$ cat src/hw/rtl/assert_macros.svh
// Assertion macros used by the top-level RTL file.
`ifndef ASSERT_MACROS_SVH
`define ASSERT_MACROS_SVH

// Concurrent assertion on an explicit clock and active-low reset.
`define AWSU_ASSERT_CLK(name, clk, rst_n, prop, msg) \
  name: assert property (@(posedge clk) disable iff (!rst_n) prop) else $error(msg);

// Concurrent assertion on the default clock and reset of this block.
`define AWSU_ASSERT(name, prop, msg) \
  `AWSU_ASSERT_CLK(name, clk_i, rst_ni, prop, msg)

`endif

$ cat src/hw/rtl/awsu_pkg.sv
// Types and codes shared by the anagram window search unit.
package awsu_pkg;

  // Input command codes.
  localparam logic [1:0] CmdClear   = 2'd0;
  localparam logic [1:0] CmdPattern = 2'd1;
  localparam logic [1:0] CmdText    = 2'd2;

  typedef struct packed {
    logic [1:0] command;
    logic [7:0] symbol;
    logic       last;
  } item_t;

  typedef struct packed {
    logic match_here;
    logic found_so_far;
    logic pattern_overflow;
    logic end_of_text;
  } result_t;

  // Work handed from the front part to the back part.
  typedef enum logic [2:0] {
    UopClear,
    UopPattern,
    UopSkip,
    UopAdd,
    UopSwap
  } uop_kind_e;

  typedef struct packed {
    uop_kind_e kind;
    logic      always_match;
    logic      full_window;
    logic      overflow;
    logic      last;
  } uop_t;

endpackage

$ cat src/hw/rtl/awsu_ram.sv
// Generic single-write, single-read RAM with registered read data.
module awsu_ram #(
  parameter int unsigned WIDTH = 8,
  parameter int unsigned DEPTH = 32,
  localparam int unsigned AddrW = (DEPTH > 1) ? $clog2(DEPTH) : 1
) (
  input  logic             clk_i,
  input  logic             we_i,
  input  logic [AddrW-1:0] waddr_i,
  input  logic [WIDTH-1:0] wdata_i,
  input  logic             re_i,
  input  logic [AddrW-1:0] raddr_i,
  output logic [WIDTH-1:0] rdata_o
);

  logic [WIDTH-1:0] mem_q [DEPTH];
  logic [WIDTH-1:0] rdata_q;

  // Read returns the old contents when the same address is written.
  always_ff @(posedge clk_i) begin
    if (we_i) begin
      mem_q[waddr_i] <= wdata_i;
    end
    if (re_i) begin
      rdata_q <= mem_q[raddr_i];
    end
  end

  assign rdata_o = rdata_q;

endmodule

$ cat src/hw/rtl/awsu_fifo.sv
// Small register-based queue with first-word-visible read.
module awsu_fifo #(
  parameter int unsigned WIDTH = 4,
  parameter int unsigned DEPTH = 2,
  localparam int unsigned PtrW = (DEPTH > 1) ? $clog2(DEPTH) : 1,
  localparam int unsigned CntW = $clog2(DEPTH + 1)
) (
  input  logic             clk_i,
  input  logic             rst_ni,
  input  logic             push_i,
  input  logic [WIDTH-1:0] wdata_i,
  output logic             full_o,
  input  logic             pop_i,
  output logic [WIDTH-1:0] rdata_o,
  output logic             empty_o
);

  logic [WIDTH-1:0] mem_q [DEPTH];
  logic [PtrW-1:0]  wptr_q, wptr_d;
  logic [PtrW-1:0]  rptr_q, rptr_d;
  logic [CntW-1:0]  cnt_q, cnt_d;
  logic             do_push, do_pop;

  assign full_o  = (cnt_q == CntW'(DEPTH));
  assign empty_o = (cnt_q == '0);
  assign do_push = push_i && !full_o;
  assign do_pop  = pop_i && !empty_o;
  assign rdata_o = mem_q[rptr_q];

  always_comb begin
    wptr_d = wptr_q;
    rptr_d = rptr_q;
    cnt_d  = cnt_q;
    if (do_push) begin
      wptr_d = (wptr_q == PtrW'(DEPTH - 1)) ? '0 : wptr_q + 1'b1;
    end
    if (do_pop) begin
      rptr_d = (rptr_q == PtrW'(DEPTH - 1)) ? '0 : rptr_q + 1'b1;
    end
    if (do_push && !do_pop) begin
      cnt_d = cnt_q + 1'b1;
    end else if (!do_push && do_pop) begin
      cnt_d = cnt_q - 1'b1;
    end
  end

  always_ff @(posedge clk_i or negedge rst_ni) begin
    if (!rst_ni) begin
      wptr_q <= '0;
      rptr_q <= '0;
      cnt_q  <= '0;
    end else begin
      wptr_q <= wptr_d;
      rptr_q <= rptr_d;
      cnt_q  <= cnt_d;
    end
  end

  always_ff @(posedge clk_i) begin
    if (do_push) begin
      mem_q[wptr_q] <= wdata_i;
    end
  end

endmodule

$ cat src/hw/rtl/awsu_front.sv
// Front part: accepts items, tracks pattern and window, keeps the text ring.
module awsu_front #(
  parameter int unsigned MAX_PATTERN = 32,
  parameter int unsigned SYMBOL_BITS = 8
) (
  input  logic                   clk_i,
  input  logic                   rst_ni,
  input  logic                   push_i,
  input  awsu_pkg::item_t        item_i,
  output logic                   full_o,
  output logic                   uop_valid_o,
  input  logic                   uop_ready_i,
  output awsu_pkg::uop_t         uop_o,
  output logic [SYMBOL_BITS-1:0] uop_sym_a_o,
  output logic [SYMBOL_BITS-1:0] uop_sym_b_o
);

  localparam int unsigned LenW = $clog2(MAX_PATTERN + 1);
  localparam int unsigned PtrW = (MAX_PATTERN > 1) ? $clog2(MAX_PATTERN) : 1;
  localparam int unsigned IdxW = LenW + 1;

  logic [LenW-1:0]        plen_q, plen_d;
  logic [LenW-1:0]        wfill_q, wfill_d;
  logic [PtrW-1:0]        ptr_q, ptr_d;
  logic                   ovf_q, ovf_d;
  logic                   s1_valid_q, s1_valid_d;
  awsu_pkg::uop_t         s1_uop_q, s1_uop_d;
  logic [SYMBOL_BITS-1:0] s1_sym_q, s1_sym_d;
  logic                   s1_rem_q, s1_rem_d;

  logic                   take;
  logic [SYMBOL_BITS-1:0] sym_in;
  logic [IdxW-1:0]        ptr_w, plen_w, idx_w;
  logic                   ring_we, ring_re;
  logic [SYMBOL_BITS-1:0] ring_rdata;

  assign full_o = s1_valid_q && !uop_ready_i;
  assign take   = push_i && !full_o;
  assign sym_in = SYMBOL_BITS'(item_i.symbol);

  // Slot of the byte that leaves the window.
  assign ptr_w  = IdxW'(ptr_q);
  assign plen_w = IdxW'(plen_q);
  assign idx_w  = (ptr_w >= plen_w) ? ptr_w - plen_w
                                    : ptr_w + IdxW'(MAX_PATTERN) - plen_w;

  always_comb begin
    plen_d     = plen_q;
    wfill_d    = wfill_q;
    ptr_d      = ptr_q;
    ovf_d      = ovf_q;
    s1_valid_d = s1_valid_q && !uop_ready_i;
    s1_uop_d   = s1_uop_q;
    s1_sym_d   = s1_sym_q;
    s1_rem_d   = s1_rem_q;
    ring_we    = 1'b0;
    ring_re    = 1'b0;
    if (take) begin
      s1_uop_d = '{kind: awsu_pkg::UopSkip, always_match: 1'b0, full_window: 1'b0,
                   overflow: ovf_q, last: item_i.last};
      s1_sym_d = sym_in;
      s1_rem_d = 1'b0;
      unique case (item_i.command)
        awsu_pkg::CmdClear: begin
          plen_d          = '0;
          wfill_d         = '0;
          ptr_d           = '0;
          ovf_d           = 1'b0;
          s1_uop_d.kind   = awsu_pkg::UopClear;
          s1_valid_d      = 1'b1;
        end
        awsu_pkg::CmdPattern: begin
          // Drop pattern bytes once text sits in the window.
          if (wfill_q == '0) begin
            if (plen_q >= LenW'(MAX_PATTERN)) begin
              ovf_d = 1'b1;
            end else begin
              plen_d        = plen_q + 1'b1;
              s1_uop_d.kind = awsu_pkg::UopPattern;
              s1_valid_d    = 1'b1;
            end
          end
        end
        awsu_pkg::CmdText: begin
          s1_valid_d = 1'b1;
          if (plen_q == '0) begin
            s1_uop_d.always_match = 1'b1;
          end else begin
            ring_we = 1'b1;
            ptr_d   = (ptr_w == IdxW'(MAX_PATTERN - 1)) ? '0 : ptr_q + 1'b1;
            if (wfill_q >= plen_q) begin
              s1_rem_d = 1'b1;
              ring_re  = 1'b1;
            end else begin
              wfill_d = wfill_q + 1'b1;
            end
            s1_uop_d.kind        = awsu_pkg::UopAdd;
            s1_uop_d.full_window = (wfill_d == plen_q);
          end
        end
        default: ;
      endcase
    end
  end

  always_ff @(posedge clk_i or negedge rst_ni) begin
    if (!rst_ni) begin
      plen_q     <= '0;
      wfill_q    <= '0;
      ptr_q      <= '0;
      ovf_q      <= 1'b0;
      s1_valid_q <= 1'b0;
    end else begin
      plen_q     <= plen_d;
      wfill_q    <= wfill_d;
      ptr_q      <= ptr_d;
      ovf_q      <= ovf_d;
      s1_valid_q <= s1_valid_d;
    end
  end

  always_ff @(posedge clk_i) begin
    s1_uop_q <= s1_uop_d;
    s1_sym_q <= s1_sym_d;
    s1_rem_q <= s1_rem_d;
  end

  awsu_ram #(
    .WIDTH(SYMBOL_BITS),
    .DEPTH(MAX_PATTERN)
  ) u_ring (
    .clk_i  (clk_i),
    .we_i   (ring_we),
    .waddr_i(ptr_q),
    .wdata_i(sym_in),
    .re_i   (ring_re),
    .raddr_i(idx_w[PtrW-1:0]),
    .rdata_o(ring_rdata)
  );

  // A leaving byte equal to the entering one leaves the table unchanged.
  always_comb begin
    uop_o = s1_uop_q;
    if (s1_rem_q) begin
      uop_o.kind = (ring_rdata == s1_sym_q) ? awsu_pkg::UopSkip : awsu_pkg::UopSwap;
    end
  end

  assign uop_valid_o = s1_valid_q;
  assign uop_sym_a_o = ring_rdata;
  assign uop_sym_b_o = s1_sym_q;

endmodule

$ cat src/hw/rtl/awsu_back.sv
// Back part: updates the count table and nonzero count, forms results.
module awsu_back #(
  parameter int unsigned MAX_PATTERN = 32,
  parameter int unsigned SYMBOL_BITS = 8
) (
  input  logic                   clk_i,
  input  logic                   rst_ni,
  input  logic                   uop_valid_i,
  output logic                   uop_pop_o,
  input  awsu_pkg::uop_t         uop_i,
  input  logic [SYMBOL_BITS-1:0] sym_a_i,
  input  logic [SYMBOL_BITS-1:0] sym_b_i,
  output logic                   res_valid_o,
  input  logic                   res_ready_i,
  output awsu_pkg::result_t      res_o
);

  localparam int unsigned NumSym = 2 ** SYMBOL_BITS;
  localparam int unsigned CntW   = $clog2(MAX_PATTERN + 1) + 1;
  localparam int unsigned NzW    = SYMBOL_BITS + 1;

  logic                   b_valid_q, b_valid_d;
  awsu_pkg::uop_t         b_uop_q, b_uop_d;
  logic [SYMBOL_BITS-1:0] b_sym_a_q, b_sym_a_d;
  logic [SYMBOL_BITS-1:0] b_sym_b_q, b_sym_b_d;
  logic                   b_phase_q, b_phase_d;
  logic                   byp_q, byp_d;
  logic [CntW-1:0]        byp_data_q, byp_data_d;
  logic                   hit_q, hit_d;
  logic [NumSym-1:0]      vld_q, vld_d;
  logic [NzW-1:0]         nz_q, nz_d, nz_next;
  logic                   found_q, found_d;

  logic                   is_clear, is_swap1, is_swap2, dec, upd, produce, fire;
  logic                   load, stay, next_valid, match;
  logic [SYMBOL_BITS-1:0] cur_addr, next_addr;
  logic [CntW-1:0]        rdata, old_val, new_val;

  assign is_clear = (b_uop_q.kind == awsu_pkg::UopClear);
  assign is_swap1 = (b_uop_q.kind == awsu_pkg::UopSwap) && !b_phase_q;
  assign is_swap2 = (b_uop_q.kind == awsu_pkg::UopSwap) && b_phase_q;
  assign dec      = (b_uop_q.kind == awsu_pkg::UopPattern) || is_swap1;
  assign upd      = dec || (b_uop_q.kind == awsu_pkg::UopAdd) || is_swap2;
  assign produce  = (b_uop_q.kind == awsu_pkg::UopSkip) ||
                    (b_uop_q.kind == awsu_pkg::UopAdd) || is_swap2;
  assign fire     = b_valid_q && (!produce || res_ready_i);

  assign cur_addr = is_swap1 ? b_sym_a_q : b_sym_b_q;
  assign old_val  = byp_q ? byp_data_q : (hit_q ? rdata : '0);
  assign new_val  = dec ? old_val - 1'b1 : old_val + 1'b1;

  always_comb begin
    nz_next = nz_q;
    if (upd) begin
      if (old_val == '0) begin
        nz_next = nz_q + 1'b1;
      end else if (new_val == '0) begin
        nz_next = nz_q - 1'b1;
      end
    end
  end

  assign match = b_uop_q.always_match || (b_uop_q.full_window && (nz_next == '0));

  assign res_valid_o = b_valid_q && produce;
  assign res_o = '{match_here: match, found_so_far: found_q || match,
                   pattern_overflow: b_uop_q.overflow, end_of_text: b_uop_q.last};

  // A swap keeps its slot for the add half; otherwise take the queue head.
  assign load       = !b_valid_q || fire;
  assign stay       = b_valid_q && is_swap1;
  assign next_valid = stay || uop_valid_i;
  assign uop_pop_o  = load && !stay && uop_valid_i;
  assign next_addr  = stay ? b_sym_b_q
                           : ((uop_i.kind == awsu_pkg::UopSwap) ? sym_a_i : sym_b_i);

  always_comb begin
    b_valid_d  = b_valid_q;
    b_uop_d    = b_uop_q;
    b_sym_a_d  = b_sym_a_q;
    b_sym_b_d  = b_sym_b_q;
    b_phase_d  = b_phase_q;
    byp_d      = byp_q;
    byp_data_d = byp_data_q;
    hit_d      = hit_q;
    vld_d      = vld_q;
    nz_d       = nz_q;
    found_d    = found_q;
    if (fire) begin
      if (is_clear) begin
        vld_d   = '0;
        nz_d    = '0;
        found_d = 1'b0;
      end else begin
        if (upd) begin
          vld_d[cur_addr] = 1'b1;
        end
        nz_d = nz_next;
        if (produce) begin
          found_d = found_q || match;
        end
      end
    end
    if (load) begin
      b_valid_d = next_valid;
      if (stay) begin
        b_phase_d = 1'b1;
      end else begin
        b_uop_d   = uop_i;
        b_sym_a_d = sym_a_i;
        b_sym_b_d = sym_b_i;
        b_phase_d = 1'b0;
      end
      // Forward what the RAM read misses: a write this edge or a clear.
      byp_d      = (fire && is_clear) || (fire && upd && (cur_addr == next_addr));
      byp_data_d = is_clear ? '0 : new_val;
      hit_d      = vld_q[next_addr];
    end
  end

  always_ff @(posedge clk_i or negedge rst_ni) begin
    if (!rst_ni) begin
      b_valid_q <= 1'b0;
      b_phase_q <= 1'b0;
      byp_q     <= 1'b0;
      hit_q     <= 1'b0;
      vld_q     <= '0;
      nz_q      <= '0;
      found_q   <= 1'b0;
    end else begin
      b_valid_q <= b_valid_d;
      b_phase_q <= b_phase_d;
      byp_q     <= byp_d;
      hit_q     <= hit_d;
      vld_q     <= vld_d;
      nz_q      <= nz_d;
      found_q   <= found_d;
    end
  end

  always_ff @(posedge clk_i) begin
    b_uop_q    <= b_uop_d;
    b_sym_a_q  <= b_sym_a_d;
    b_sym_b_q  <= b_sym_b_d;
    byp_data_q <= byp_data_d;
  end

  awsu_ram #(
    .WIDTH(CntW),
    .DEPTH(NumSym)
  ) u_table (
    .clk_i  (clk_i),
    .we_i   (fire && upd),
    .waddr_i(cur_addr),
    .wdata_i(new_val),
    .re_i   (load && next_valid),
    .raddr_i(next_addr),
    .rdata_o(rdata)
  );

endmodule

$ cat src/hw/rtl/anagram_window_search_unit.sv
// Top level of the anagram window search unit.
// Streams pattern bytes then text bytes and flags every window of pattern
// length that is a permutation of the pattern. A clear item resets all state
// (the count table uses per-entry valid bits, so there is no clearing pass).
// The input takes one item per cycle while the queue to the back part has
// room. A text byte whose window is already full and whose entering and
// leaving symbols differ needs two updates of the count table, which has one
// write port, so the back part handles it as a decrement half and then an
// add half. A long run of such bytes therefore fills the queue to the back
// part and holds the input. A two-entry queue between front and back absorbs
// short bursts. A text byte passes the front stage register, the queue to the
// back part and the back-part register before its result reaches the output
// queue.
`include "assert_macros.svh"

module anagram_window_search_unit #(
  parameter int unsigned MAX_PATTERN = 32,
  parameter int unsigned SYMBOL_BITS = 8
) (
  input  logic              clk_i,
  input  logic              rst_ni,
  input  logic              push,
  output logic              full,
  input  awsu_pkg::item_t   item_i,
  output logic              empty,
  input  logic              pop,
  output awsu_pkg::result_t result_o
);

  localparam int unsigned UopW = $bits(awsu_pkg::uop_t);
  localparam int unsigned MidW = UopW + 2 * SYMBOL_BITS;
  localparam int unsigned ResW = $bits(awsu_pkg::result_t);

  logic                   mid_push, mid_full, mid_pop, mid_empty;
  awsu_pkg::uop_t         f_uop, b_uop;
  logic [SYMBOL_BITS-1:0] f_sym_a, f_sym_b, b_sym_a, b_sym_b;
  logic [MidW-1:0]        mid_wdata, mid_rdata;
  logic                   res_push, res_full;
  awsu_pkg::result_t      res_data;
  logic [ResW-1:0]        res_rdata;

  awsu_front #(
    .MAX_PATTERN(MAX_PATTERN),
    .SYMBOL_BITS(SYMBOL_BITS)
  ) u_front (
    .clk_i      (clk_i),
    .rst_ni     (rst_ni),
    .push_i     (push),
    .item_i     (item_i),
    .full_o     (full),
    .uop_valid_o(mid_push),
    .uop_ready_i(!mid_full),
    .uop_o      (f_uop),
    .uop_sym_a_o(f_sym_a),
    .uop_sym_b_o(f_sym_b)
  );

  assign mid_wdata = {f_uop, f_sym_a, f_sym_b};

  awsu_fifo #(
    .WIDTH(MidW),
    .DEPTH(2)
  ) u_mid_queue (
    .clk_i  (clk_i),
    .rst_ni (rst_ni),
    .push_i (mid_push),
    .wdata_i(mid_wdata),
    .full_o (mid_full),
    .pop_i  (mid_pop),
    .rdata_o(mid_rdata),
    .empty_o(mid_empty)
  );

  assign b_uop   = awsu_pkg::uop_t'(mid_rdata[MidW-1 -: UopW]);
  assign b_sym_a = mid_rdata[2*SYMBOL_BITS-1 -: SYMBOL_BITS];
  assign b_sym_b = mid_rdata[SYMBOL_BITS-1:0];

  awsu_back #(
    .MAX_PATTERN(MAX_PATTERN),
    .SYMBOL_BITS(SYMBOL_BITS)
  ) u_back (
    .clk_i      (clk_i),
    .rst_ni     (rst_ni),
    .uop_valid_i(!mid_empty),
    .uop_pop_o  (mid_pop),
    .uop_i      (b_uop),
    .sym_a_i    (b_sym_a),
    .sym_b_i    (b_sym_b),
    .res_valid_o(res_push),
    .res_ready_i(!res_full),
    .res_o      (res_data)
  );

  awsu_fifo #(
    .WIDTH(ResW),
    .DEPTH(2)
  ) u_res_queue (
    .clk_i  (clk_i),
    .rst_ni (rst_ni),
    .push_i (res_push),
    .wdata_i(res_data),
    .full_o (res_full),
    .pop_i  (pop),
    .rdata_o(res_rdata),
    .empty_o(empty)
  );

  assign result_o = awsu_pkg::result_t'(res_rdata);

  `AWSU_ASSERT(MidPushRoom_A, mid_push |-> !mid_full || full, "front pushed into a full queue")
  `AWSU_ASSERT(MidPopData_A, mid_pop |-> !mid_empty, "back popped an empty queue")
  `AWSU_ASSERT(FullAfterAccept_A, $rose(full) |-> $past(push && !full),
               "full rose without an accepted item")

endmodule
$ cat config.mk
export PLATFORM = sky130hd
export DESIGN_NAME = anagram_window_search_unit
export DESIGN_NICKNAME = d
export VERILOG_FILES = /design/src/hw/rtl/awsu_pkg.sv /design/src/hw/rtl/awsu_ram.sv /design/src/hw/rtl/awsu_fifo.sv /design/src/hw/rtl/awsu_front.sv /design/src/hw/rtl/awsu_back.sv /design/src/hw/rtl/anagram_window_search_unit.sv
export VERILOG_INCLUDE_DIRS = /design/src /design/src/hw/rtl
export SDC_FILE = /design/constraint.sdc
export NUM_CORES = 2
export LEC_CHECK = 0
export ABC_CLOCK_PERIOD_IN_PS = 11620
export BUFFER_PORTS_ARGS = -buffer_cell sky130_fd_sc_hd__buf_2
export CAP_MARGIN = 20
export CORE_MARGIN = 5
export CORE_UTILIZATION = 40
export CTS_CLUSTER_SIZE = 8
export DETAILED_ROUTE_END_ITERATION = 16
export PLACE_DENSITY = 0.52
export REMOVE_ABC_BUFFERS = 1
export SYNTH_ARGS = -nofsm -noshare
export SYNTH_HDL_FRONTEND = slang
export SYNTH_SLANG_ARGS = --single-unit
export TNS_END_PERCENT = 1
$ cat constraint.sdc
create_clock -name clk_i -period 11.62 [get_ports clk_i]
set_clock_uncertainty 0.05 [all_clocks]
set_input_delay 0.581 -clock clk_i [delete_from_list [all_inputs] [get_ports clk_i]]
set_output_delay 0.581 -clock clk_i [all_outputs]
set_load 0.005 [all_outputs]
Word level (Yosys, flattened, before mapping)
Memories as Yosys holds them, arrays and structs flattened. A register that Yosys moved wholly into a read port is not among the register bits.
Cells that the tools add are included.
Storage, ports and cells
  input port bits: 15
  register bits: 343
  RAM bits: 2102
  output and inout bits: 6
  logic and storage cells: 220
  memories kept: 4
Cells by class
  reductions and logical operators: 70
  multiplexer cells: 69
  add/subtract/negate cells: 18
  bitwise operators: 3
  magnitude comparators: 6
  eq/ne operators: 17
Memories
  u_back.u_table.mem_q: words 256, width 7, read ports 1, clocked after Yosys merged registers in 1, wr ports 1, RTL line awsu_ram.sv:16  | logic [WIDTH-1:0] mem_q [DEPTH];
  u_front.u_ring.mem_q: words 32, width 8, read ports 1, clocked after Yosys merged registers in 1, wr ports 1, RTL line awsu_ram.sv:16
  u_mid_queue.mem_q: words 2, width 23, read ports 1, clocked after Yosys merged registers in 0, wr ports 1, RTL line awsu_fifo.sv:18  | logic [WIDTH-1:0] mem_q [DEPTH];
  u_res_queue.mem_q: words 2, width 4, read ports 1, clocked after Yosys merged registers in 0, wr ports 1, RTL line awsu_fifo.sv:18
Operator list (number)
  $mux W256: 2
  $or A256 B256 Y256: 1
  $mux W6: 7
  $mux W9: 4
  $mux W1: 31
  $mux W8: 3
  $pmux W6 S2: 2
  $logic_and A1 B1 Y1: 23
  $mux W7: 3
  $lt A8 B9 Y1 const B: 2
  $eq A8 B8 Y1: 2
  $mux W5: 3
  $logic_not A7 Y1: 2
  $logic_not A1 Y1: 13
  $add A6 B1 Y6 const B: 2
  $logic_not A6 Y1: 2
  $reduce_bool A2 Y1: 6
  $logic_or A1 B1 Y1: 11
  $add A5 B1 Y5 const B: 2
  $mux W2: 5
  $pmux W5 S2: 1
  $sub A5 B5 Y5: 2
  $add A9 B1 Y9 const B: 1
  $logic_not A9 Y1: 1
  31 further kinds: 52

Logic depth before layout (Yosys ltp)
  depth after elaboration: 14
  depth in mapped cells: 19
  gate-level depth less buffers: 14

Cells and area by module
From an unflattened synthesis, not the netlist that was laid out.
Unflattened totals
  cell total of the unflattened synthesis: 5627
  area total of the unflattened synthesis: 99603.0 µm²
Modules (own cells, without submodules)
  awsu_ram at u_back.u_table: instances 1, cells each 3381, area each 70267.4 µm², seq. area each 54021.8 µm²
  awsu_back: instances 1, cells each 1490, area each 14631.5 µm², seq. area each 7657.3 µm²
  awsu_ram at u_front.u_ring: instances 1, cells each 417, area each 10133.5 µm², seq. area each 7927.6 µm²
  awsu_front: instances 1, cells each 214, area each 2118.3 µm², seq. area each 925.9 µm²
  awsu_fifo at u_mid_queue: instances 1, cells each 91, area each 1959.4 µm², seq. area each 1481.4 µm²
  awsu_fifo at u_res_queue: instances 1, cells each 31, area each 481.7 µm², seq. area each 340.3 µm²
  anagram_window_search_unit: instances 1, cells each 3, area each 11.3 µm², seq. area each 0.0 µm²

Worst setup path after synthesis
OpenSTA, ideal clock, no wires.
  path type: register -> register
  start point: register u_back.b_uop_q[4] in the netlist's numbering
  end point: memory u_back.u_table.mem_q[0][2] in the netlist's numbering, data pin
  stages on the path, launching flop included: 10
  path buffers: 1
  setup time: 1651 ps
  clock period less this slack: 10714 ps
  setup slack: 906 ps
  required time: 9919 ps
  data arrival time: 9012 ps
  cells stage by stage: edfxtp_1 nor2b_1 o21ai_0 buf_2 xnor2_1 ha_1 inv_1 o211ai_1 mux2_2 xnor2_1
On the way
  longest elaborated chain between the ends: 4
  elaborated cells on any way between the ends: 5
  classes of those cells: eq/ne: 2; mux: 1; reduce/logical: 2
RTL lines
  from (decl): RTL line awsu_back.sv:23  | awsu_pkg::uop_t b_uop_q, b_uop_d;
  from (signal assigned): RTL line awsu_back.sv:142  | b_uop_q <= b_uop_d;
  $eq A3 B3 Y1: RTL line awsu_back.sv:40  | assign is_swap1 = (b_uop_q.kind == awsu_pkg::UopSwap) && !b_phase_q;
  $logic_and A1 B1 Y1: RTL line awsu_back.sv:40
  $logic_or A1 B1 Y1 (*): RTL line awsu_back.sv:42  | assign dec = (b_uop_q.kind == awsu_pkg::UopPattern) || is_swap1;
  $mux W7 (*): RTL line awsu_back.sv:50  | assign new_val = dec ? old_val - 1'b1 : old_val + 1'b1;
  via u_back.new_val[2]: RTL line awsu_back.sv:37  | logic [CntW-1:0] rdata, old_val, new_val;
  to (decl): RTL line awsu_ram.sv:16
The timed path passes the listed nets; every way through them passes the cells marked *.

Worst setup path after layout
  start point: register u_back.b_uop_q[6] in the netlist's numbering
  end point: register u_back.u_table.rdata_q[6] (netlist: u_back.u_table.rdata_o[6]) (read register of u_back.u_table.mem_q), data pin
On the way
  longest elaborated chain between the ends: 8
  elaborated cells on any way between the ends: 15
  classes of those cells: eq/ne: 3; mux: 1; reduce/logical: 11
RTL lines
  $eq A3 B2 Y1 (tied with other cells): RTL line awsu_back.sv:44  | assign produce = (b_uop_q.kind == awsu_pkg::UopSkip) ||
  $logic_or A1 B1 Y1 or $logic_and A1 B1 Y1 (tied branches): RTL line awsu_back.sv:44, awsu_back.sv:41
  $logic_or A1 B1 Y1: RTL line awsu_back.sv:45  | (b_uop_q.kind == awsu_pkg::UopAdd) || is_swap2;
  $logic_not A1 Y1: RTL line awsu_back.sv:46  | assign fire = b_valid_q && (!produce || res_ready_i);
  $logic_or A1 B1 Y1: RTL line awsu_back.sv:46
  $logic_and A1 B1 Y1: RTL line awsu_back.sv:46
  $logic_or A1 B1 Y1: RTL line awsu_back.sv:70  | assign load = !b_valid_q || fire;
  $logic_and A1 B1 Y1: RTL line awsu_back.sv:156  | .re_i (load && next_valid),
  to (decl): RTL line awsu_ram.sv:17  | logic [WIDTH-1:0] rdata_q;
Several ways; a longest one is shown, not always the timed one.
A chain may end at the register's enable or synchronous reset.

==> results by group <==
Timing
  – Worst setup margin: 5.34 ns
  – FMAX: between 150 and 200 MHz
  – Final Setup Violations: 0
  – Period utilization: 0.540
  – Final hold viol count: 0
  – Pins Over Slew Limit: 0
  – Tightest Pin Transition: about 1.2 ns
  – Minimum clock period: 6.28 ns
  – RSZ-0062 raised after global routing: no
  – Post-Route Setup TNS: 0 ns
  – Max_slew headroom: 0.170

Floorplanning
  – Initial Utilization: 0.402
  – Die Span X: roughly 500 µm
  – DIE AREA: between 200000 and 300000 µm²
  – Row cnt: 184
  – Core outline area: 252000 µm²
  – Height of the die: 513 µm
  – Total I/O pin count: 21

Setup path
  – Crit-path max cell delay: 0.71 ns
  – Crit-path leading delay family: buffers and inverters
  – Startpoint types: flop
  – Slowest CP cell: nand2_1
  – Worst EP arrival: approximately 7.0 ns
  – Crit path buf inv count: 5
  – Worst path most repeated cell: buf_4
  – WS Path Type: flop to flop
  – CP endpoint kind: flop
  – CP cell instances: nor4b_4, buf_4, and2_1, o31ai_4, buf_12, buf_4, buf_4, buf_4, nand2_1, a21oi_1, a2111oi_0, a22oi_1, a31oi_1, o32ai_1, a41o_1
  – CP Max Fanout: 37
  – Worst Path Required: 12.33 ns

Finish
  – Register Area: 72400 µm²
  – Filler cells: 22200
  – Share of cells above drive strength 1: 0.101
  – Final nets: roughly 7700
  – Finished Layout Cells: approximately 11000
  – P&R area growth vs syn: 13.0%
  – Multi-input gate area: 26600 µm²

Yosys
  – Synth area leaders: edfxtp_1 (64%), dfrtp_1 (7.3%), nand2_1 (5.5%), a21oi_1 (2.8%), mux4_2 (2.7%)
  – Syn. warnings: 0
  – Register area share after synthesis: 0.715
  – Commonest cells in the netlist: edfxtp_1 (2162), nand2_1 (1474), nor2_1 (644), a21oi_1 (563), nand3_1 (523)
  – Avg Cell Area, Syn: 13.3 µm²
  – Yosys top cell area share: 0.642
  – Most common cell in the netlist: edfxtp_1
  – Post-synth EDFFs: ~2200
  – Flops & latches, synth: 2459
  – Synth area leader: edfxtp_1
  – Main synth FF type: edfxtp_1
  – Post-synthesis cell type count: 83
  – Mapped cell area: 101000 µm²
  – Post-Synthesis Cells: roughly 7600
  – Post-synth ARST share: 0.121

Hold path
  – Hold WC Path Type: primary input to flop

Clocking
  – CTS root buffer: clkbuf_16
  – CTS max path bufs: 4
  – Post-CTS Setup Bufs: 0
  – CTS H-tree lvls: 5
  – Worst-Skew Late Latency: slightly below 1 ns
  – CTS tree: done
  – Clock-pin transition on the worst setup and hold timing paths: 0.05 ns
  – CTS Buf Count: 358
  – Clock Sinks: 2459

GRT
  – Largest net degree at the start of global routing: 176
  – GR Util All Layers: 0.243
  – Vias in the first global route: 63000
  – Total congestion overflow: 0
  – First-pass GRT wire length: 468000 µm
  – Initial antenna violation count: 13

Placed design
  – Hpwl dp: 189000 µm
  – Pre-CTS WS: 5.48 ns
  – Placed insts: 10600
  – PortBufs: 20
  – Routability cong.: approximately 0.86

Detailed routing
  – Via count: 65800
  – Pre-antenna DRT Iters: 6
  – Per-cell routed wire length: 29.6 µm
  – Avg Vias per Cell: roughly 5.9
  – Drt drc: 0
  – DRT iter0 DRCs: 8041
  – Post-Route WL: 327000 µm
  – DRT antenna net count: 0

Run status
  – Status: finished, final reports clean

Flow run
  – Maxcap violations: 0
-- worst register-to-register path: stages, from the launching register on --
cell       delay [ns]
edfxtp_1         0.49
nor4b_4          0.18
buf_4            0.26
and2_1           0.49
o31ai_4          0.38
buf_12           0.33
buf_4            0.47
buf_4            0.60
buf_4            0.53
nand2_1          0.72
a21oi_1          0.34
a2111oi_0        0.14
a22oi_1          0.22
a31oi_1          0.11
o32ai_1          0.64
a41o_1           0.17
-- layout make-up --
cell class / instances / share of cell area
sequential: 2459 / 0.633
multi-input combinational: 4604 / 0.233
clock buffer: 411 / 0.0807
tap: 3348 / 0.0366
timing repair buffer: 193 / 0.0148
inverter: 35 / 0.00128
clock inverter: 7 / 0.000744
antenna: 10 / 0.000219
-- worst paths after layout --
check | start | end | slack, ns | depth (start not counted)
max | u_back.b_uop_q[6] | u_back.u_table.rdata_o[6] | 5.34 | 15
min | item_i[7] | u_front.u_ring.mem_q[15][6] | 0.12 | 1
max reg2reg | u_back.b_uop_q[6] | u_back.u_table.rdata_o[6] | 5.34 | 15
min reg2reg | u_front.uop_o[3] | u_mid_queue.mem_q[0][19] | 0.39 | 0
max in group asynchronous | rst_ni | u_back.vld_q[118] | 9.72 | 3
min in group asynchronous | rst_ni | u_back.vld_q[152] | 0.25 | 2
-- metal layers --
layer  track usage  part of all wire
met5      0.000901                 0
met4        0.0950             0.041
met3        0.0440             0.085
met2         0.371              0.45
met1         0.346              0.42
-- kinds of logic (layout without fill, tap and decap cells) --
logic type,count (synthesis),after routing,share of synthesized area
mux,436,436,0.0589
xor+xnor,47,47,0.00407
compound gates,1116,1116,0.0684
other cells,0,10,0
flops,2459,2459,0.715
fa+ha+maj,28,28,0.00354
simple gates,2977,2977,0.125
buf+inv,553,646,0.0248
-- through the flow --
stage	utilization	hold WS [ns]	instance area (µm²)
after floorplan	-	0.235	98800
after global placement	0.416	0.378	105000
after detailed placement	0.417	0.385	105000
after CTS	0.454	0.0599	114000
after global routing	0.454	0.0919	114000
final	0.454	0.116	114000
-- what timing repair did --
item | in CTS | in global routing
hold buffers | 7 | 0
gates resized for setup | 0 | 0
endpoints found under the hold margin | 103 | 0
-- cells in the final DEF (no fill, tap or decap), types with 22 or more instances in the layout --
cell type,n
a2111oi_0,27
a211oi_1,39
a21oi_1,562
a22oi_1,26
a311oi_1,26
a31oi_1,54
and2_1,38
and3_1,50
buf_2,22
buf_4,140
clkbuf_1,50
clkbuf_16,361
dfrtp_1,297
edfxtp_1,2162
ha_1,25
inv_1,33
mux2_2,45
mux2i_1,266
mux4_2,123
nand2_1,1464
nand3_1,523
nand4_1,56
nor2_1,632
nor3_1,84
nor4_1,31
o211ai_1,28
o21ai_0,94
o221ai_1,36
o22ai_1,36
xnor2_1,24
-- state kept, by name, indices dropped and copies added (netlist names), 8 cells and up --
signal / count
u_back.u_table.mem_q: 1792
u_back.vld_q: 256
u_front.u_ring.mem_q: 256
u_mid_queue.mem_q: 46
u_back.nz_q: 9
u_back.b_sym_a_q: 8
u_back.b_sym_b_q: 8
u_front.u_ring.rdata_o: 8
u_front.uop_sym_b_o: 8
u_res_queue.mem_q: 8
Power is not shown: default switching activity piles up to over one toggle a cycle in this logic, so the estimate is an artifact.
